`src/subpixel_cell_compositor_macros.svh`:
```
// ---------------------------------------------------------------------------
// Assertion macros for the subpixel cell compositor.
// Each macro expands to a labeled concurrent assertion in simulation and to
// nothing in synthesis.
// ---------------------------------------------------------------------------
`ifndef SUBPIXEL_CELL_COMPOSITOR_MACROS_SVH
`define SUBPIXEL_CELL_COMPOSITOR_MACROS_SVH

`ifndef SYNTHESIS

// Expression must hold at every clock edge outside reset.
`define SCC_ASSERT_ALWAYS(label, clk, rst_n, expr) \
    label: assert property (@(posedge clk) disable iff (!rst_n) (expr)) \
        else $error("scc assertion failed");

// Consequent must hold in the cycle in which the antecedent holds.
`define SCC_ASSERT_IMP(label, clk, rst_n, ante, cons) \
    label: assert property (@(posedge clk) disable iff (!rst_n) (ante) |-> (cons)) \
        else $error("scc assertion failed");

`else

`define SCC_ASSERT_ALWAYS(label, clk, rst_n, expr)
`define SCC_ASSERT_IMP(label, clk, rst_n, ante, cons)

`endif

`endif

```
`src/scc_pkg.sv`:
```
// ---------------------------------------------------------------------------
// scc_pkg
// Types, register codes and helper functions shared by the subpixel cell
// compositor modules.
// ---------------------------------------------------------------------------
`default_nettype none

package scc_pkg;

    // Field and store widths.
    localparam int SAMPLE_W    = 16;
    localparam int WEIGHT_W    = 16;
    localparam int PROD_W      = SAMPLE_W + WEIGHT_W;
    localparam int ACC_W       = 36;
    localparam int VALUE_W     = 16;
    localparam int PIXEL_X_W   = 10;
    localparam int COL_W       = 13;
    localparam int OUT_WIDTH_W = 11;
    localparam int CELL_W      = 3;
    localparam int MAP_W       = 32;
    localparam int NUM_WEIGHTS = 4;

    // Queue between front and back.
    localparam int QUEUE_DEPTH = 4;
    localparam int PTR_W       = $clog2(QUEUE_DEPTH);
    localparam int LEVEL_W     = $clog2(QUEUE_DEPTH + 1);

    // Configuration port.
    localparam int CFG_INDEX_W = 3;
    localparam int CFG_DATA_W  = 32;

    localparam logic [CFG_INDEX_W-1:0] CFG_OUT_WIDTH = 3'd0;
    localparam logic [CFG_INDEX_W-1:0] CFG_CELL_COLS = 3'd1;
    localparam logic [CFG_INDEX_W-1:0] CFG_CELL_ROWS = 3'd2;
    localparam logic [CFG_INDEX_W-1:0] CFG_CELL_MAP  = 3'd3;
    localparam logic [CFG_INDEX_W-1:0] CFG_WEIGHT_0  = 3'd4;
    localparam logic [CFG_INDEX_W-1:0] CFG_WEIGHT_1  = 3'd5;
    localparam logic [CFG_INDEX_W-1:0] CFG_WEIGHT_2  = 3'd6;
    localparam logic [CFG_INDEX_W-1:0] CFG_WEIGHT_3  = 3'd7;

    // Register reset values.
    localparam logic [OUT_WIDTH_W-1:0] RST_OUT_WIDTH = 11'd1024;
    localparam logic [CELL_W-1:0]      RST_CELL_COLS = 3'd3;
    localparam logic [CELL_W-1:0]      RST_CELL_ROWS = 3'd1;
    localparam logic [MAP_W-1:0]       RST_CELL_MAP  = 32'd36;
    localparam logic [WEIGHT_W-1:0]    RST_WEIGHT    = 16'd32768;

    typedef struct packed {
        logic [SAMPLE_W-1:0] sample;
        logic                frame_start;
    } t_in_data;

    typedef struct packed {
        logic [VALUE_W-1:0]   value_0;
        logic [VALUE_W-1:0]   value_1;
        logic [VALUE_W-1:0]   value_2;
        logic [VALUE_W-1:0]   value_3;
        logic [PIXEL_X_W-1:0] pixel_x;
        logic                 row_end;
    } t_out_data;

    typedef struct packed {
        logic [OUT_WIDTH_W-1:0]               out_width;
        logic [CELL_W-1:0]                    cell_cols;
        logic [CELL_W-1:0]                    cell_rows;
        logic [MAP_W-1:0]                     cell_map;
        logic [NUM_WEIGHTS-1:0][WEIGHT_W-1:0] weight;
    } t_cfg;

    // One classified sample on its way from the front to the back.
    typedef struct packed {
        logic [SAMPLE_W-1:0] sample;
        logic [1:0]          chan;
        logic                chan_ok;
        logic [COL_W-1:0]    col;
        logic                first;
        logic                clear;
        logic                last_col;
        logic                emit;
        logic                row_end;
    } t_item;

    typedef struct packed {
        logic               full;
        logic               empty;
        logic [LEVEL_W-1:0] level;
    } t_queue_status;

    // Cell sizes of zero act as one and sizes above four act as four.
    function automatic logic [CELL_W-1:0] clamp_cell(input logic [CELL_W-1:0] v);
        logic [CELL_W-1:0] r;
        if (v == 3'd0) begin
            r = 3'd1;
        end else if (v > 3'd4) begin
            r = 3'd4;
        end else begin
            r = v;
        end
        return r;
    endfunction

endpackage

`default_nettype wire

```
`src/scc_queue.sv`:
```
// ---------------------------------------------------------------------------
// scc_queue
// Short first-in first-out queue of classified samples between the front
// and the back, so that each side can stall on its own.
// ---------------------------------------------------------------------------
`default_nettype none

module scc_queue (
    input  wire                    i_clk,
    input  wire                    i_rst_n,
    input  wire                    i_push,
    input  scc_pkg::t_item         i_item,
    input  wire                    i_pop,
    output scc_pkg::t_item         o_head,
    output scc_pkg::t_queue_status o_status
);
    import scc_pkg::*;

    t_item              r_entry [QUEUE_DEPTH];
    logic [PTR_W-1:0]   r_wr_ptr, r_rd_ptr;
    logic [LEVEL_W-1:0] r_level, n_level;

    assign o_head          = r_entry[r_rd_ptr];
    assign o_status.full   = (r_level == LEVEL_W'(QUEUE_DEPTH));
    assign o_status.empty  = (r_level == '0);
    assign o_status.level  = r_level;

    // Fill level follows pushes and pops.
    always_comb begin
        n_level = r_level;
        if (i_push && !i_pop) begin
            n_level = r_level + LEVEL_W'(1);
        end else if (i_pop && !i_push) begin
            n_level = r_level - LEVEL_W'(1);
        end
    end

    // Entry storage.
    always_ff @(posedge i_clk) begin
        if (i_push) begin
            r_entry[r_wr_ptr] <= i_item;
        end
    end

    // Pointers and level.
    always_ff @(posedge i_clk) begin
        if (!i_rst_n) begin
            r_wr_ptr <= '0;
            r_rd_ptr <= '0;
            r_level  <= '0;
        end else begin
            if (i_push) begin
                r_wr_ptr <= r_wr_ptr + PTR_W'(1);
            end
            if (i_pop) begin
                r_rd_ptr <= r_rd_ptr + PTR_W'(1);
            end
            r_level <= n_level;
        end
    end

endmodule

`default_nettype wire

```
`config.mk`:
```
export PLATFORM = sky130hd
export DESIGN_NAME = scc_queue
export DESIGN_NICKNAME = d
export VERILOG_FILES = /design/src/subpixel_cell_compositor_macros.svh /design/src/scc_pkg.sv /design/src/scc_queue.sv
export SDC_FILE = /design/constraint.sdc
export NUM_CORES = 1
export LEC_CHECK = 0
export BUFFER_PORTS_ARGS = -buffer_cell sky130_fd_sc_hd__buf_2
export CAP_MARGIN = 20
export CELL_PAD_IN_SITES_DETAIL_PLACEMENT = 1
export CELL_PAD_IN_SITES_GLOBAL_PLACEMENT = 2
export CORE_MARGIN = 10
export CORE_UTILIZATION = 25
export DETAILED_ROUTE_END_ITERATION = 6
export GPL_TIMING_DRIVEN = 0
export PLACE_DENSITY = 0.5
export SYNTH_ARGS = -nofsm -noshare
export SYNTH_HDL_FRONTEND = slang
export SYNTH_SLANG_ARGS = --single-unit
```
`constraint.sdc`:
```
create_clock -name i_clk -period 2.3 [get_ports i_clk]
set_input_delay 0.46 -clock i_clk [delete_from_list [all_inputs] [get_ports i_clk]]
set_output_delay 0.46 -clock i_clk [all_outputs]
set_load 0.02 [all_outputs]
```
## Yosys cells after proc, flatten, opt, wreduce, memory -nomap -nowiden

Memory sizes are Yosys's and may differ from the RTL's. A register that Yosys moved wholly into a read port is not among the register bits.
Cells that the tools add are included.

| storage, ports and cells | value |
|---|---|
| register bits after elaboration | 7 |
| memory bits (writable) | 148 |
| memories | 1 |
| output and inout bits | 42 |

Memory list:

| name | words | bits a word | read ports | clocked after memory_dff | wr ports | line | RTL |
|---|---|---|---|---|---|---|---|
| r_entry | 4 | 37 | 1 | 1 | 1 | scc_queue.sv:19 | `t_item r_entry [QUEUE_DEPTH];` |

| operators by class | value |
|---|---|
| equal/unequal tests | 1 |
| add/sub/neg operators | 4 |
| muxes and demuxes | 6 |
| reductions and logical operators | 6 |

Operators with widths:

| cell | number |
|---|---|
| $mux 3 | 2 |
| $add 2x1->2 const B | 2 |
| $mux 2 | 2 |
| $add 3x1->3 const B | 1 |
| $eq 3x3->1 const B | 1 |
| $logic_not 3->1 | 1 |
| $sub 3x1->3 const B | 1 |
| $logic_and 1x1->1 | 2 |
| $logic_not 1->1 | 2 |
| $mux 1 | 2 |
| $reduce_bool 2->1 | 1 |

## Logic depth before layout (Yosys ltp)

| depth | value |
|---|---|
| depth in word-level cells | 4 |
| gate-level depth with buffers | 7 |
| depth with buffers taken out | 7 |

## Least setup slack after synthesis

No wires, ideal clock.

| timing | value |
|---|---|
| path kind | register to register |
| from | register r_wr_ptr[0] |
| to | memory r_entry[2][0] in the netlist's numbering, enable pin |
| buffers on the path | 0 |
| period minus slack after synthesis | 1.840 ns |
| stages on the path, launching flop included | 4 |
| path slack | 0.460 ns |
| arrival time | 1.442 ns |
| path through | dfxtp_1 inv_1 ha_1 and2_1 |

RTL lines:

| item | line | RTL |
|---|---|---|
| start, declared | scc_queue.sv:20 | `logic [PTR_W-1:0] r_wr_ptr, r_rd_ptr;` |
| start signal, assigned | scc_queue.sv:53 | `r_wr_ptr <= r_wr_ptr + PTR_W'(1);` |
| end, declared | scc_queue.sv:19 |  |

Straight into the memory's write port.

==> out/metrics.cfg <==
[route]
drc_errors = 0
dr.first_iter.drc_count = 157
viasPerCell = 4.10
dr.pass1.iters = 4
ant_nets = 0
wl_microns = 12800
routed-via-count = 2766
wl_per_cell_microns = 19.0

[timing]
relSlewSlack_pct = 57.7
max_freq_mhz = 448
fin_crit_ns = 2.23
final_max_slew_viol_count = 0
setup_viol = 0
final_hold_viol_count = 0
tns_ns = 0
finalClockSkew_ns = 0.00583
period_share_pct = 97.1
rsz0062_at_grt = true
worstMarginPinSlew_ns = 0.634

[placement]
place_congestion = 0.636
port_buffers = 82
post-dp-hpwl_microns = 8190

[setup_path]
cp-start-kind = flop
critPathMaxFanout = 6
critical_path_class = flop to primary output
crit_path_top_delay_cell = mux4_2
crit_chain = buf_12 -> clkbuf_16 -> mux4_2 -> buf_6
cp.arrival_ns = 1.77
ff2ff_setup_slack_ns = 0.58
r2r_cells = 4
end_kind = primary output
r2r-start = r_wr_ptr[0]$_SDFFE_PN0P_
r2r_end = r_entry[0][3]$_DFFE_PP_
critPathBufInv = 3
max_stage_delay_ns = 0.52
worstPathRequired_ns = 1.84
path_delay_family = multiplexers

[finish]
register_area_sq_um = 4630
nets = 394
syn_to_final_growth_pct = 28.9
final_common_cell = edfxtp_1
multi_input_area_sq_um = 1110
fillCellCount = 2331
layout.cells.most_common_list = 148 x edfxtp_1, 71 x buf_2, 31 x mux4_2
final_layout_size_suffix_gt1_share_pct = 46.1

[floorplanning]
dieArea_sq_um = 29900
io_pins = 83
core_area_sq_um = 22800
die_x_microns = 173
rows = 55
die_h_microns = 173
start_util_pct = 25.6

[yosys]
synth_top_area_cell = edfxtp_1
synth_cell_types = 22
ys_warn_count = 0
syn-num-nets = 283
synth-seq-area-share_pct = 79.2
netlist_area_sq_um = 5840
ys_ff_latch = 157
synth.avg_cell_area_sq_um = 24.7
netlist_instances = 236
synth.area.top_cells = edfxtp_1 76%, mux4_2 12%, mux4_1 3.1%
synth_top_area_share_pct = 76.1

[pwr]
p_per_area_nw_per_um2 = 933
p_leak_nw = 2.57
finalPower_mw = 7.02
vdd_drop_max_mv = 0.386

[grt]
grt_max_degree = 29
grt_first_pass_wirelength_microns = 18900
grt_util_all_layers_pct = 8.57
antenna_found_initial = 2
grt_pass1_vias = 3186
overflow = 0

[worst_hold_path]
hp-start = i_item[0]
hold_end = r_entry[3][0]$_DFFE_PP_
hp-class = input pin to flop
whs_path_depth = 1

[cts]
clock-sinks = 157
cts_buffers = 17
clock_latency_ns = 0.42
cts_buffer_depth = 2
cts_tree = built
cts-root-buf = clkbuf_16
clk_pin_slew_ns = 0.07
cts-htree-levels = 4
cts.hold.buffers_added = 0

[job]
maxCapViolCount = 0

[outcome]
outcome = finished, final reports clean

[registers in the layout, summed over array words and instances, names as in the netlist, named ones only]
signal / count
r_rd_ptr: 2
r_wr_ptr: 2
r_entry: 148
r_level: 3
[Yosys cell counts]
| cell | number |
|---|---|
| a21boi_0 | 1 |
| and2_1 | 9 |
| buf_12 | 3 |
| buf_2 | 3 |
| buf_6 | 1 |
| clkbuf_2 | 1 |
| dfxtp_1 | 9 |
| edfxtp_1 | 148 |
| fa_1 | 1 |
| ha_1 | 5 |
| inv_1 | 4 |
| mux2i_1 | 2 |
| mux4_1 | 7 |
| mux4_2 | 30 |
| nand2_1 | 1 |
| nor2b_1 | 2 |
| nor3_1 | 1 |
| nor3b_1 | 1 |
| o21ai_0 | 1 |
| or3_1 | 1 |
| xnor2_1 | 2 |
| xor2_1 | 3 |
[metal layers]
metal,wire [microns],GRT usage (%),up-vias
met5,18,0,-
met3,616,3.11,14
met1,5460,9.50,1465
li1,-,-,1217
met2,6520,14.6,68
met4,164,3.56,2
[worst max path at each step]
stage	start	end	slack, ns	cells past startpoint
after floorplan	r_wr_ptr[0]$_SDFFE_PN0P_	r_entry[2][0]$_DFFE_PP_	0.46	3
after detailed placement	flop	o_head[20]	0.28	4
after CTS	flop	o_head[20]	-0.009	4
after global routing	flop	o_head[22]	-0.01	4
after global placement	i_push	r_entry[2][2]$_DFFE_PP_	-0.59	2
final	flop	o_head[22]	0.07	4
[kinds of logic (layout without fill, tap and decap cells)]
family,count (synthesis),after routing,share of synthesized area [%]
AOI/OAI and AO/OA,2,2,0.214
xor gates and xnor gates,5,5,0.750
adders and majority gates,6,6,1.41
buffers and inverters,12,136,1.82
DFF,157,157,79.2
muxes,39,39,15.1
other,0,1,0
and+or+nand+nor,15,15,1.56
[cell type report]
type | count | share of cell area, %
clock inverter | 14 | 2.26
buffer | 8 | 1.46
multi-input combinational | 67 | 14.8
sequential | 157 | 61.5
tap | 313 | 5.20
inverter | 4 | 0.199
antenna | 1 | 0.0332
clock buffer | 18 | 5.70
timing repair buffer | 92 | 8.91
[worst register-to-register path, cell delays in order, from the launching register on]
cell and delay, ns:
dfxtp_1 0.35, inv_1 0.09, ha_1 0.14, and2_2 0.55, buf_12 0.27
[power breakdown]
group          internal (mW)  switching (mW)  total, mW
combinational          0.399           0.472      0.871
clock                   1.71            1.12       2.83
sequential              3.28          0.0452       3.32
[stage by stage]
stage | std cells | util, % | hold slack (ns) | area [sq um] | setup WS, ns
after floorplan | 236 | - | 0.528 | 5840 | 0.460
after global placement | 631 | 29.1 | 0.512 | 6640 | -0.586
after detailed placement | 635 | 29.4 | 0.533 | 6730 | 0.284
after CTS | 669 | 32.2 | 0.228 | 7360 | -0.00880
after global routing | 673 | 32.9 | 0.241 | 7530 | -0.0101
final | 674 | 33.0 | 0.253 | 7530 | 0.0677
[what timing repair did]
item,in CTS,in global routing
resized for setup,6,25
buffers inserted,2,0
gates cloned,0,4
setup endpoints to repair,30,19
Note: power is estimated with default switching activity, not from simulation.
