<file path="src/subpixel_cell_compositor_macros.svh">
// ---------------------------------------------------------------------------
// Assertion macros for the subpixel cell compositor.
// Each macro expands to a labeled concurrent assertion in simulation and to
// nothing in synthesis.
// ---------------------------------------------------------------------------
`ifndef SUBPIXEL_CELL_COMPOSITOR_MACROS_SVH
`define SUBPIXEL_CELL_COMPOSITOR_MACROS_SVH

`ifndef SYNTHESIS

// Expression must hold at every clock edge outside reset.
`define SCC_ASSERT_ALWAYS(label, clk, rst_n, expr) \
    label: assert property (@(posedge clk) disable iff (!rst_n) (expr)) \
        else $error("scc assertion failed");

// Consequent must hold in the cycle in which the antecedent holds.
`define SCC_ASSERT_IMP(label, clk, rst_n, ante, cons) \
    label: assert property (@(posedge clk) disable iff (!rst_n) (ante) |-> (cons)) \
        else $error("scc assertion failed");

`else

`define SCC_ASSERT_ALWAYS(label, clk, rst_n, expr)
`define SCC_ASSERT_IMP(label, clk, rst_n, ante, cons)

`endif

`endif

</file>
<file path="src/scc_pkg.sv">
// ---------------------------------------------------------------------------
// scc_pkg
// Types, register codes and helper functions shared by the subpixel cell
// compositor modules.
// ---------------------------------------------------------------------------
`default_nettype none

package scc_pkg;

    // Field and store widths.
    localparam int SAMPLE_W    = 16;
    localparam int WEIGHT_W    = 16;
    localparam int PROD_W      = SAMPLE_W + WEIGHT_W;
    localparam int ACC_W       = 36;
    localparam int VALUE_W     = 16;
    localparam int PIXEL_X_W   = 10;
    localparam int COL_W       = 13;
    localparam int OUT_WIDTH_W = 11;
    localparam int CELL_W      = 3;
    localparam int MAP_W       = 32;
    localparam int NUM_WEIGHTS = 4;

    // Queue between front and back.
    localparam int QUEUE_DEPTH = 4;
    localparam int PTR_W       = $clog2(QUEUE_DEPTH);
    localparam int LEVEL_W     = $clog2(QUEUE_DEPTH + 1);

    // Configuration port.
    localparam int CFG_INDEX_W = 3;
    localparam int CFG_DATA_W  = 32;

    localparam logic [CFG_INDEX_W-1:0] CFG_OUT_WIDTH = 3'd0;
    localparam logic [CFG_INDEX_W-1:0] CFG_CELL_COLS = 3'd1;
    localparam logic [CFG_INDEX_W-1:0] CFG_CELL_ROWS = 3'd2;
    localparam logic [CFG_INDEX_W-1:0] CFG_CELL_MAP  = 3'd3;
    localparam logic [CFG_INDEX_W-1:0] CFG_WEIGHT_0  = 3'd4;
    localparam logic [CFG_INDEX_W-1:0] CFG_WEIGHT_1  = 3'd5;
    localparam logic [CFG_INDEX_W-1:0] CFG_WEIGHT_2  = 3'd6;
    localparam logic [CFG_INDEX_W-1:0] CFG_WEIGHT_3  = 3'd7;

    // Register reset values.
    localparam logic [OUT_WIDTH_W-1:0] RST_OUT_WIDTH = 11'd1024;
    localparam logic [CELL_W-1:0]      RST_CELL_COLS = 3'd3;
    localparam logic [CELL_W-1:0]      RST_CELL_ROWS = 3'd1;
    localparam logic [MAP_W-1:0]       RST_CELL_MAP  = 32'd36;
    localparam logic [WEIGHT_W-1:0]    RST_WEIGHT    = 16'd32768;

    typedef struct packed {
        logic [SAMPLE_W-1:0] sample;
        logic                frame_start;
    } t_in_data;

    typedef struct packed {
        logic [VALUE_W-1:0]   value_0;
        logic [VALUE_W-1:0]   value_1;
        logic [VALUE_W-1:0]   value_2;
        logic [VALUE_W-1:0]   value_3;
        logic [PIXEL_X_W-1:0] pixel_x;
        logic                 row_end;
    } t_out_data;

    typedef struct packed {
        logic [OUT_WIDTH_W-1:0]               out_width;
        logic [CELL_W-1:0]                    cell_cols;
        logic [CELL_W-1:0]                    cell_rows;
        logic [MAP_W-1:0]                     cell_map;
        logic [NUM_WEIGHTS-1:0][WEIGHT_W-1:0] weight;
    } t_cfg;

    // One classified sample on its way from the front to the back.
    typedef struct packed {
        logic [SAMPLE_W-1:0] sample;
        logic [1:0]          chan;
        logic                chan_ok;
        logic [COL_W-1:0]    col;
        logic                first;
        logic                clear;
        logic                last_col;
        logic                emit;
        logic                row_end;
    } t_item;

    typedef struct packed {
        logic               full;
        logic               empty;
        logic [LEVEL_W-1:0] level;
    } t_queue_status;

    // Cell sizes of zero act as one and sizes above four act as four.
    function automatic logic [CELL_W-1:0] clamp_cell(input logic [CELL_W-1:0] v);
        logic [CELL_W-1:0] r;
        if (v == 3'd0) begin
            r = 3'd1;
        end else if (v > 3'd4) begin
            r = 3'd4;
        end else begin
            r = v;
        end
        return r;
    endfunction

endpackage

`default_nettype wire

</file>
<file path="src/scc_front.sv">
// ---------------------------------------------------------------------------
// scc_front
// Accepts samples, tracks the position inside the cell and the output row,
// and classifies each sample by channel and block boundary.
// ---------------------------------------------------------------------------
`default_nettype none

module scc_front #(
    parameter int MAX_WIDTH = 1024,
    parameter int CHANNELS  = 4
) (
    input  wire                    i_clk,
    input  wire                    i_rst_n,
    input  scc_pkg::t_cfg          i_cfg,
    input  wire                    i_in_valid,
    input  scc_pkg::t_in_data      i_in_data,
    output logic                   o_in_stall,
    output logic                   o_push,
    output scc_pkg::t_item         o_item,
    input  scc_pkg::t_queue_status i_q_status
);
    import scc_pkg::*;

    localparam int AW = (MAX_WIDTH > 1) ? $clog2(MAX_WIDTH) : 1;
    localparam int WW = ((AW + 1) > OUT_WIDTH_W) ? (AW + 1) : OUT_WIDTH_W;

    logic [1:0]    r_col_in, n_col_in;
    logic [1:0]    r_row_in, n_row_in;
    logic [AW-1:0] r_out_col, n_out_col;

    logic              accept;
    logic [1:0]        col0, row0;
    logic [AW-1:0]     x0;
    logic [CELL_W-1:0] cols, rows;
    logic [4:0]        cell_sum;
    logic [3:0]        cell_idx;
    logic [1:0]        chan;
    logic [WW-1:0]     eff_w, ow, x_inc;
    logic              last_col, last_row, last_x;

    // The queue being full holds off the source.
    assign o_in_stall = i_q_status.full;
    assign accept     = i_in_valid && !i_q_status.full;
    assign o_push     = accept;

    // Position of this sample; a frame start restarts all counters.
    always_comb begin
        col0 = i_in_data.frame_start ? 2'd0 : r_col_in;
        row0 = i_in_data.frame_start ? 2'd0 : r_row_in;
        x0   = i_in_data.frame_start ? '0 : r_out_col;
    end

    // Effective bounds from the registers.
    always_comb begin
        cols = clamp_cell(i_cfg.cell_cols);
        rows = clamp_cell(i_cfg.cell_rows);
        ow   = WW'(i_cfg.out_width);
        if (ow == '0) begin
            eff_w = WW'(1);
        end else if (ow > WW'(MAX_WIDTH)) begin
            eff_w = WW'(MAX_WIDTH);
        end else begin
            eff_w = ow;
        end
    end

    // Channel lookup in the cell map and block boundary flags.
    always_comb begin
        cell_sum = (5'(row0) * 5'(cols)) + 5'(col0);
        cell_idx = cell_sum[3:0];
        chan     = i_cfg.cell_map[{cell_idx, 1'b0} +: 2];
        x_inc    = WW'(x0) + WW'(1);
        last_col = (3'(col0) + 3'd1) >= cols;
        last_row = (3'(row0) + 3'd1) >= rows;
        last_x   = x_inc >= eff_w;
    end

    // Queue entry for the back end.
    always_comb begin
        o_item.sample   = i_in_data.sample;
        o_item.chan     = chan;
        o_item.chan_ok  = int'(chan) < CHANNELS;
        o_item.col      = COL_W'(x0);
        o_item.first    = (col0 == 2'd0);
        o_item.clear    = (col0 == 2'd0) && (row0 == 2'd0);
        o_item.last_col = last_col;
        o_item.emit     = last_col && last_row;
        o_item.row_end  = last_x;
    end

    // Counter advance for the next sample.
    always_comb begin
        n_col_in  = col0;
        n_row_in  = row0;
        n_out_col = x0;
        if (last_col) begin
            n_col_in = 2'd0;
            if (last_x) begin
                n_out_col = '0;
                n_row_in  = last_row ? 2'd0 : row0 + 2'd1;
            end else begin
                n_out_col = AW'(x_inc);
            end
        end else begin
            n_col_in = col0 + 2'd1;
        end
    end

    always_ff @(posedge i_clk) begin
        if (!i_rst_n) begin
            r_col_in  <= 2'd0;
            r_row_in  <= 2'd0;
            r_out_col <= '0;
        end else if (accept) begin
            r_col_in  <= n_col_in;
            r_row_in  <= n_row_in;
            r_out_col <= n_out_col;
        end
    end

endmodule

`default_nettype wire

</file>
<file path="config.mk">
export PLATFORM = sky130hd
export DESIGN_NAME = scc_front
export DESIGN_NICKNAME = d
export VERILOG_FILES = /design/src/subpixel_cell_compositor_macros.svh /design/src/scc_pkg.sv /design/src/scc_front.sv
export SDC_FILE = /design/constraint.sdc
export NUM_CORES = 1
export LEC_CHECK = 0
export ABC_AREA = 1
export BUFFER_PORTS_ARGS = -buffer_cell sky130_fd_sc_hd__buf_2
export CAP_MARGIN = 15
export CORE_UTILIZATION = 25
export CTS_CLUSTER_DIAMETER = 200
export CTS_CLUSTER_SIZE = 24
export DETAILED_ROUTE_END_ITERATION = 8
export SYNTH_ARGS = -nofsm -noshare
export SYNTH_HDL_FRONTEND = slang
export SYNTH_SLANG_ARGS = --single-unit
export TNS_END_PERCENT = 10
</file>
<file path="constraint.sdc">
create_clock -name i_clk -period 7.9 [get_ports i_clk]
set_input_delay 1.58 -clock i_clk [delete_from_list [all_inputs] [get_ports i_clk]]
set_output_delay 1.58 -clock i_clk [all_outputs]
set_load 0.1 [all_outputs]
</file>
**After elaboration in Yosys (flattened, before gate mapping)**

Index checks and enable logic that the tools add are counted.

- $add $sub $neg: 6
- Multipliers: 1
- Divide/modulo/power cells: 0
- Order comparisons: 6
- Eq/ne operators: 0
- Shift-type cells: 1
- Mux-type cells: 15
- Bitwise gates (word level): 0
- Reduce and logical (&&, ||, !) cells: 9

Operators by type and width:

| kind | count |
|---|---|
| $shiftx A32 B6 Y2 | 1 |
| $mux W10 | 3 |
| $mux W11 | 2 |
| $mux W2 | 6 |
| $mux W3 | 4 |
| $add A10 B1 Y11 const B | 1 |
| $ge A11 B11 Y1 | 1 |
| $gt A11 B11 Y1 const B | 1 |
| $logic_not A11 Y1 | 1 |
| $add A2 B1 Y3 const B | 2 |
| $ge A3 B3 Y1 | 2 |
| $gt A3 B3 Y1 const B | 2 |
| $logic_not A3 Y1 | 2 |
| $add A2 B1 Y2 const B | 2 |
| $add A4 B2 Y4 | 1 |
| $logic_not A2 Y1 | 2 |
| $mul A2 B3 Y4 | 1 |
| $logic_and A1 B1 Y1 | 3 |
| $logic_not A1 Y1 | 1 |

- Bits in registers: 14
- Bits in latches: 0
- RAM bits: 0
- ROM bits: 0
- Bits of input ports: 138
- Output and inout port bits: 39
- Logic and storage cells: 41
- Memories kept: 0

**Longest topological paths before layout**

Gate-level depths: netlist (run 1).

- Word-level depth: 7
- Mapped depth: 19
- Depth with buffers taken out: 19

**Worst setup path before layout (run 1)**

OpenSTA, ideal clock, no wires.

- Path type: input to output
- From: input i_in_data[0] (netlist name)
- To: output o_item[19] (netlist name)
- Arrival time: 5,673 ps
- Data required time: 6,320 ps
- Slack: 647 ps
- Cell stages on the path: 13
- Buffers on the path: 0
- Path through: inv_1 > nand2_1 > inv_1 > nand3_1 > fa_1 > inv_1 > ha_1 > fa_1 > xnor2_1 > xor2_1 > inv_1 > o21ai_0 > o21ai_0

RTL lines:

| element | RTL line | text |
|---|---|---|
| start: declaration | scc_front.sv:16 | `input scc_pkg::t_in_data i_in_data,` |
| end: declaration | scc_front.sv:19 | `output scc_pkg::t_item o_item,` |

==> results by group, run 1 <==
Clock tree
  – TritonCTS Buffers: 3
  – Number of post-CTS setup repair buffers: 0
  – TritonCTS Sinks: 14
  – Hold_buf cts: 0
  – Post_cts resized: 0
  – CTS H-tree lvls: 1
  – Deepest clock path buffer count: 2
  – Clk_lat worst skew: 0.25 ns
  – TritonCTS clock tree: done
  – Clk root buf: clkbuf_8
  – Worst-path clk slew: 0.06 ns

Global route
  – GR Overflow Total: 0
  – Gr usage total: 11.8%
  – Global-route wire length before repair: 8.63 mm
  – Initial antenna violation count: 0
  – Vias in the first global route: 2052
  – Largest net degree at the start of global routing: 27

Yosys
  – Mean Syn Cell Area: 6.25 µm²
  – Yosys warnings: 0
  – Ranking of synthesized cells by area: ha_1, nand2_1, dfxtp_1
  – Yosys reg bits: 14
  – Sequential area share after synthesis: around an eighth
  – Synth Cell Area: 0.00215 mm²
  – Synth area leader: ha_1
  – Synth unique cells: 33
  – Gate Count Post-Synth: 344
  – Yosys top cell area share: 14.5%

Detailed routing
  – 1st-pass router iterations: 4
  – Vias per cell: 4.55
  – Total Routed Length: between 5 and 6 mm
  – Iter 0 DRT Violations: between 60 and 70
  – DRC Markers: 0
  – Routed Antenna Nets: 0
  – Via Count: 2259
  – Drt wl/cell: 10.8 µm

Placement
  – GPL Wtd Cong: 0.860
  – Placed Instance Area: about 0.0024 mm²
  – Placed Instances: 493
  – Final HPWL DP: 4.40 mm
  – Port bufs: 72

Die
  – Core area: 0.00826 mm²
  – Std-Cell Rows: 33
  – Die Wd: 94.8 µm
  – Chip height: about 95 µm
  – Die area: 0.00898 mm²
  – I/O Pins: 177
  – Initial Util: between 20% and 30%

Layout
  – Area growth syn-to-layout: 16.2%
  – Final Cell Area: 0.00250 mm²
  – Share of cells above drive strength 1: 23.0%
  – Final std cells w/o fill: 497
  – # diodes: 0
  – Layout Nets: 558

STA
  – F_max: approximately 160 MHz
  – Relative slew slack: 59.7%
  – Worst Skew: 0.00342 ns
  – Post-Route Setup TNS: 0 ns
  – Final setup viols: 0
  – Final Max Slew Viols: 0
  – Min Hold Slack: 0.468 ns
  – Final hold violations: 0
  – Slew @ Worst Pin: roughly 0.60 ns
  – Unrepaired setup endpoints after global routing: false
  – Tcrit/Tclk final: 78.7%
  – Final Critical Period: 6.21 ns

Worst setup path
  – Worst setup EP type: output port
  – WS Path Type: in2out
  – Reg-to-reg critical path endpoint: r_out_col[1]
  – Critical-path cell with the highest stage delay: fa_1
  – Worst Path Required: 6.32 ns
  – R2R depth: 18
  – CP Launch Type: input port
  – Critical path fanouts, max: 12
  – Critical Path, Cell by Cell: buf_2, inv_1, nand2_1, inv_1, nand3_1, fa_1, inv_1, ha_1, fa_1, xnor2_1, xor2_1, nand3_1, o21ai_0, buf_2
  – CP dominant cell by count: inv_1
  – Flop2flop setup slack: 4.86 ns
  – Crit path largest cell delay: 0.51 ns
  – Reg2Reg Launch Point: r_out_col[0]
  – CP arrival: 4.63 ns

Pwr
  – Peak supply drop: 0.0483 mV
  – Pleak: between 1 and 1.5 nW
  – Pwr/cell area: 118 mW/mm²

Hold path
  – Hold Path Class: reg2reg
  – Hold Path End: r_out_col[0]
  – HP Start: r_out_col[0]
  – WHS Path Cells: 2

Job
  – MaxCap Viol Count: 0

Status
  – Status: finished clean
==> cell type report <==
| type | count | area, µm² |
|---|---|---|
| fillers | 949 | 5760 |
| well taps | 105 | 131 |
| multi-input cells | 250 | 1470 |
| clock buffers | 4 | 55.1 |
| inverters | 51 | 191 |
| flip-flops and latches | 14 | 280 |
| repair buffers | 73 | 368 |
==> routing by layer <==
metal / up-vias / part of all wire, % / track usage, % / wire [µm]
li1: 1187 / - / - / -
met1: 988 / 44 / 13.7 / 2350
met2: 71 / 47 / 21.8 / 2530
met3: 13 / 6.8 / 1.37 / 364
met4: 0 / 1.9 / 4.55 / 101
met5: - / 0 / 0 / 0
==> worst max-delay path, delay by kind of cell <==
family	cells	cell delay, ns
buffers and inverters	5	1.04
adders and majority gates	3	1.08
xor gates and xnor gates	2	0.45
AOI/OAI and AO/OA	1	0.09
and+or+nand+nor	3	0.38
==> report_power, final <==
group	total, mW	internal, mW	switching (mW)
combinational	0.144	0.0358	0.108
sequential	0.0772	0.0747	0.00254
clock	0.0722	0.0442	0.0280
total	0.294	0.155	0.139
==> registers in the layout, indices dropped and copies added, names as in the netlist <==
signal / count
r_out_col: 10
r_row_in: 2
r_col_in: 2
==> through the flow <==
stage | worst slack, ns | power [mW] | util [%]
finish | 1.69 | 0.294 | 30.3
global route | 1.37 | 0.310 | 30.3
CTS | 1.63 | 0.294 | 30.3
detailed placement | 1.63 | 0.223 | 29.6
global placement | 1.66 | 0.221 | 29.6
floorplan | 0.647 | 0.232 | -
==> how the worst max path moves through the flow <==
| stage | endpoint | from | cells past startpoint | slack, ns |
|---|---|---|---|---|
| 6_report | o_item[19] | i_in_data[0] | 14 | 1.69 |
| 5_1_grt | o_item[19] | i_in_data[0] | 14 | 1.37 |
| 3_5_place_dp | o_item[19] | i_in_data[0] | 14 | 1.63 |
| 2_1_floorplan | o_item[19] | i_in_data[0] | 13 | 0.65 |
| 4_1_cts | o_item[19] | i_in_data[0] | 14 | 1.63 |
| 3_3_place_gp | o_item[19] | i_in_data[0] | 14 | 1.66 |
==> synthesized netlist by cell type, drive strengths merged <==
| cell type | n |
|---|---|
| nand3 | 19 |
| clkbuf | 3 |
| xnor2 | 4 |
| clkinv | 2 |
| nor3 | 3 |
| nor2 | 43 |
| o221ai | 6 |
| a21oi | 13 |
| fa | 2 |
| nand2 | 80 |
| buf | 28 |
| mux2i | 6 |
| xor2 | 3 |
| inv | 49 |
| ha | 25 |
| o32ai | 2 |
| dfxtp | 14 |
| nor4 | 2 |
| o21ai | 27 |
| nand3b | 1 |
| or2 | 1 |
| conb | 2 |
| a31oi | 9 |
==> cell usage in the layout, fill, tap and decap left out <==
| cell type | instances |
|---|---|
| a21oi_1 | 13 |
| a31oi_1 | 9 |
| buf_2 | 72 |
| buf_4 | 1 |
| clkbuf_8 | 4 |
| clkinv_1 | 2 |
| conb_1 | 4 |
| dfxtp_1 | 14 |
| fa_1 | 2 |
| ha_1 | 25 |
| inv_1 | 49 |
| mux2i_1 | 6 |
| nand2_1 | 78 |
| nand2_2 | 2 |
| nand3_1 | 18 |
| nand3_2 | 1 |
| nand3b_1 | 1 |
| nor2_1 | 37 |
| nor2_2 | 4 |
| nor2_4 | 2 |
| nor3_1 | 1 |
| nor3_2 | 1 |
| nor3_4 | 1 |
| nor4_1 | 2 |
| o21ai_0 | 27 |
| o221ai_1 | 6 |
| o32ai_1 | 2 |
| or2_2 | 1 |
| xnor2_1 | 3 |
| xnor2_2 | 1 |
| xor2_1 | 3 |
==> logic make-up after synthesis <==
family                   Yosys count  synth area share [%]
other                              2                 0.349
adder cells (fa/ha/maj)           27                  16.4
multiplexers                       6                  2.79
AO/OA/AOI/OAI                     57                  15.2
buffers and inverters             82                  18.8
AND/OR/NAND/NOR                  149                  30.2
flip-flops                        14                  13.0
XOR/XNOR                           7                  3.20
Power figures use the tool's default switching activity.
==> run 2: changes to the inputs <==
==> constraint.sdc (replaced) <==
create_clock -name i_clk -period 5.8 [get_ports i_clk]
set_input_delay 1.16 -clock i_clk [delete_from_list [all_inputs] [get_ports i_clk]]
set_output_delay 1.16 -clock i_clk [all_outputs]
set_load 0.1 [all_outputs]
==> results by group, run 2 (same netlist as run 1, synthesis figures left out) <==
Placement
  – Pre-CTS setup slack: a little over 0.6 ns
  – Port bufs: 72
  – Final HPWL DP: 4.43 mm
  – GPL Wtd Cong: 0.864

Die
  – Initial Util: roughly a quarter
  – I/O Pins: roughly 180
  – Chip height: 94.8 µm
  – Die area: 0.00898 mm²
  – Die Wd: 94.8 µm
  – Core area: 0.00826 mm²
  – Std-Cell Rows: 33

Global route
  – Vias in the first global route: between 1500 and 2000
  – GR Overflow Total: 0
  – Gr usage total: a little under an eighth
  – Global-route wire length before repair: between 8 and 9 mm
  – Initial antenna violation count: 0
  – Largest net degree at the start of global routing: 27

Layout
  – Register area: 280 µm²
  – Largest register FFs: 10
  – Biggest regs: r_out_col (10), r_col_in (2), r_row_in (2)
  – Area growth syn-to-layout: 17.2%
  – Layout Nets: 561
  – # diodes: 0
  – Most frequent cells in the layout: nand2_1, buf_2, inv_1
  – Most common cell after layout, fill and taps aside: nand2_1
  – Area of the multi-input gates: 0.00147 mm²
  – Most flops, register: r_out_col
  – Fillers: 935
  – Share of cells above drive strength 1: 23.5%

Hold path
  – HP Start: r_row_in[1]
  – Hold Path End: r_row_in[1]
  – Hold Path Class: reg2reg
  – WHS Path Cells: 2

Clock tree
  – Clk root buf: clkbuf_8
  – Post_cts resized: 0
  – Worst-path clk slew: 0.06 ns
  – Number of post-CTS setup repair buffers: 0
  – Deepest clock path buffer count: 2
  – Clk_lat worst skew: roughly 0.25 ns
  – TritonCTS Sinks: 14
  – TritonCTS clock tree: done
  – CTS H-tree lvls: 1
  – TritonCTS Buffers: 3
  – Hold_buf cts: 0

Worst setup path
  – Reg-to-reg critical path endpoint: r_out_col[1]
  – Critical path fanouts, max: 11
  – Flop2flop setup slack: 2.75 ns
  – Worst Path Required: 4.64 ns
  – Reg2Reg Launch Point: r_out_col[0]
  – WS Path Type: in2out
  – CP arrival: between 3 and 4 ns
  – CP Launch Type: input port
  – Worst setup EP type: output port
  – R2R depth: 18

Detailed routing
  – Vias per cell: 4.46
  – 1st-pass router iterations: 4
  – DRC Markers: 0
  – Drt wl/cell: 10.6 µm
  – Iter 0 DRT Violations: 49
  – Routed Antenna Nets: 0
  – Via Count: 2229
  – Total Routed Length: approximately 5.3 mm

STA
  – Worst Skew: 0.00132 ns
  – F_max: approximately 200 MHz
  – Final Critical Period: 5.14 ns
  – Post-Route Setup TNS: 0 ns
  – Final setup viols: 0
  – Final worst slack: between 0.6 and 0.7 ns
  – Final Max Slew Viols: 0
  – Final hold violations: 0
  – Slew @ Worst Pin: between 0.5 and 0.6 ns
  – Relative slew slack: 60.5%
  – Tcrit/Tclk final: 88.6%
  – Unrepaired setup endpoints after global routing: false

Pwr
  – Pleak: 1.34 nW
  – Peak supply drop: around 0.057 mV
  – Pwr/cell area: 159 mW/mm²

Job
  – MaxCap Viol Count: 0

Status
  – Status: finished clean
## run 2: cell types whose count changed in the layout (fill, tap and decap cells not counted)
cell	delta
o21ai_1	+1
buf_4	+3
o21ai_0	-1
## run 2: per-stage QoR
step	hold WS (ns)	area [µm²]	utilization [%]	total power, mW	cells
floorplan	0.444	2160	-	0.316	346
global placement	0.454	2470	29.9	0.303	496
detailed placement	0.463	2470	29.9	0.305	496
CTS	0.472	2520	30.5	0.402	500
global route	0.492	2520	30.5	0.423	500
finish	0.470	2520	30.5	0.400	500
## run 2: routing by layer
metal,global-route usage [%],share of wire [%],wire [µm]
met4,4.67,1.4,73
met3,0.966,6.5,346
met1,13.9,44,2360
met2,21.2,48,2520
met5,0,0,0
## run 2: how the worst max path moves through the flow
stage                      start    endpoint  depth (start not counted)
finish              i_in_data[0]   o_item[0]                         17
global route        i_in_data[0]   o_item[0]                         17
CTS                 i_in_data[0]  o_item[19]                         14
detailed placement  i_in_data[0]  o_item[19]                         14
global placement    i_in_data[0]  o_item[19]                         14
floorplan           i_in_data[0]   o_item[0]                         16
## run 2: power by group
group	switching (mW)	leakage [nW]	internal, mW
registers	0.00357	0.115	0.102
logic	0.147	1.19	0.0494
clock network	0.0378	0.0288	0.0602
total	0.188	1.34	0.211
## run 2: worst max-delay path: stages
cell and delay (ns):
buf_2 0.10, buf_4 0.19, nor2_1 0.32, ha_1 0.29
nand3_2 0.14, nor3_2 0.19, nand2_1 0.11, nand2_1 0.07
nand2_1 0.08, ha_1 0.33, nand2_1 0.07, nor2_1 0.12
nand2_1 0.09, nor2_1 0.09, nor2_1 0.06, nand2_1 0.12
buf_2 0.44
## run 2: final cells by class
type,instances,area share [%]
inverter,51,7.59
tap,105,5.21
clock buffer,4,2.18
multi-input combinational,250,58.4
sequential,14,11.1
timing repair buffer,76,15.5
==> run 3: changes to the inputs <==
--- a/config.mk
+++ b/config.mk
@@ -10,8 +10,8 @@
 export CAP_MARGIN = 15
 export CORE_UTILIZATION = 25
 export CTS_CLUSTER_DIAMETER = 200
-export CTS_CLUSTER_SIZE = 24
 export DETAILED_ROUTE_END_ITERATION = 8
+export REMOVE_ABC_BUFFERS = 1
 export SYNTH_ARGS = -nofsm -noshare
 export SYNTH_HDL_FRONTEND = slang
 export SYNTH_SLANG_ARGS = --single-unit
==> results by group, run 3 (same netlist as run 1, synthesis figures left out) <==
Status
  – Status: finished clean

Clock tree
  – TritonCTS clock tree: done
  – Post_cts resized: 0
  – TritonCTS Buffers: 3
  – Number of post-CTS setup repair buffers: 0
  – Worst-path clk slew: roughly 0.060 ns
  – Clk root buf: clkbuf_8
  – Hold_buf cts: 0
  – CTS H-tree lvls: 1
  – TritonCTS Sinks: 14
  – Deepest clock path buffer count: 2
  – Clk_lat worst skew: 0.24 ns

STA
  – F_max: 193 MHz
  – Final hold violations: 0
  – Final Critical Period: 5.18 ns
  – Worst Skew: around 0.0035 ns
  – Post-Route Setup TNS: 0 ns
  – Final setup viols: 0
  – Final Max Slew Viols: 0
  – Unrepaired setup endpoints after global routing: false
  – Tcrit/Tclk final: 89.3%
  – Min Hold Slack: roughly 0.47 ns

Layout
  – Most frequent cells in the layout: nand2_1, buf_2, inv_1
  – Area growth syn-to-layout: 17.2%
  – Final Cell Area: 0.00252 mm²
  – # diodes: 0
  – Share of cells above drive strength 1: between 20% and 30%
  – Area of the multi-input gates: 0.00147 mm²
  – Largest register FFs: 10
  – Fillers: 920
  – Layout Nets: roughly 560
  – Biggest regs: r_out_col (10), r_col_in (2), r_row_in (2)
  – Most common cell after layout, fill and taps aside: nand2_1
  – Register area: 280 µm²
  – Final Core Density: 30.5%
  – Most flops, register: r_out_col

Placement
  – Port bufs: 72
  – Final HPWL DP: 4.85 mm
  – GPL Wtd Cong: between 0.8 and 0.9
  – Placed Instance Area: 0.00247 mm²

Die
  – I/O Pins: 177
  – Initial Util: 26.0%
  – Die area: 0.00898 mm²
  – Chip height: 94.8 µm
  – Std-Cell Rows: 33
  – Die Wd: approximately 95 µm
  – Core area: 0.00826 mm²

Pwr
  – Peak supply drop: 0.178 mV
  – Pwr/cell area: about 160 mW/mm²
  – Total power: ~400 µW
  – Pleak: around 1.3 nW

Global route
  – GR Overflow Total: 0
  – Global-route wire length before repair: 9.18 mm
  – Vias in the first global route: 2099
  – Initial antenna violation count: 0
  – Gr usage total: 12.7%
  – Largest net degree at the start of global routing: 27

Hold path
  – WHS Path Cells: 2
  – Hold Path Class: reg2reg

Detailed routing
  – Vias per cell: around 4.5
  – Drt wl/cell: 11.6 µm
  – 1st-pass router iterations: 4
  – Iter 0 DRT Violations: between 70 and 80
  – Total Routed Length: 5.82 mm
  – Via Count: 2266
  – DRC Markers: 0
  – Routed Antenna Nets: 0

Job
  – MaxCap Viol Count: 0

Worst setup path
  – CP Launch Type: input port
  – Critical path fanouts, max: 5
  – CP arrival: around 4.0 ns
  – Worst setup EP type: output port
  – Worst Path Required: 4.64 ns
  – R2R depth: 17
  – WS Path Type: in2out
[run 3: cell counts in the layout (fill, tap and decap cells not counted)]
Identical to the previous run, type by type.
[run 3: where the power goes]
| group | internal, mW | total (mW) | switching [mW] |
|---|---|---|---|
| registers | 0.102 | 0.105 | 0.00373 |
| clock network | 0.0601 | 0.0958 | 0.0357 |
| logic | 0.0497 | 0.198 | 0.148 |
[run 3: worst paths after layout]
| check | start | endpoint | slack, ns |
|---|---|---|---|
| worst max-delay path | i_in_data[0] | o_item[19] | 0.62 |
| worst min-delay path | r_row_in[1] | r_row_in[1] | 0.47 |
| worst max register to register | r_out_col[0] | r_out_col[5] | 2.76 |
| worst min register to register | r_row_in[1] | r_row_in[1] | 0.47 |
[run 3: through the flow]
stage	instances	worst slack (ns)
global placement	496	0.607
detailed placement	496	0.585
floorplan	315	-0.613
global route	500	0.324
CTS	500	0.582
finish	500	0.620
[run 3: area by class of cell]
class	instances	area share [%]
clock buffers	4	2.18
inverters	51	7.59
multi-input cells	250	58.4
flip-flops and latches	14	11.1
well taps	105	5.21
repair buffers	76	15.5
[run 3: routing by layer]
metal | up-vias | part of all wire [%] | global-route usage, %
met3 | 4 | 12 | 5.23
met4 | 0 | 1.0 | 1.64
met1 | 966 | 46 | 15.5
met2 | 106 | 41 | 21.1
met5 | - | 0 | 1.79
li1 | 1190 | - | -
[run 3: worst max-delay path: stages]
cell     delay, ns
buf_2         0.11
inv_1         0.15
nand2_1       0.17
inv_1         0.11
nand2_1       0.08
fa_1          0.54
inv_1         0.04
ha_1          0.20
fa_1          0.38
xnor2_1       0.19
xor2_1        0.27
nand3_1       0.10
o21ai_0       0.07
buf_2         0.45
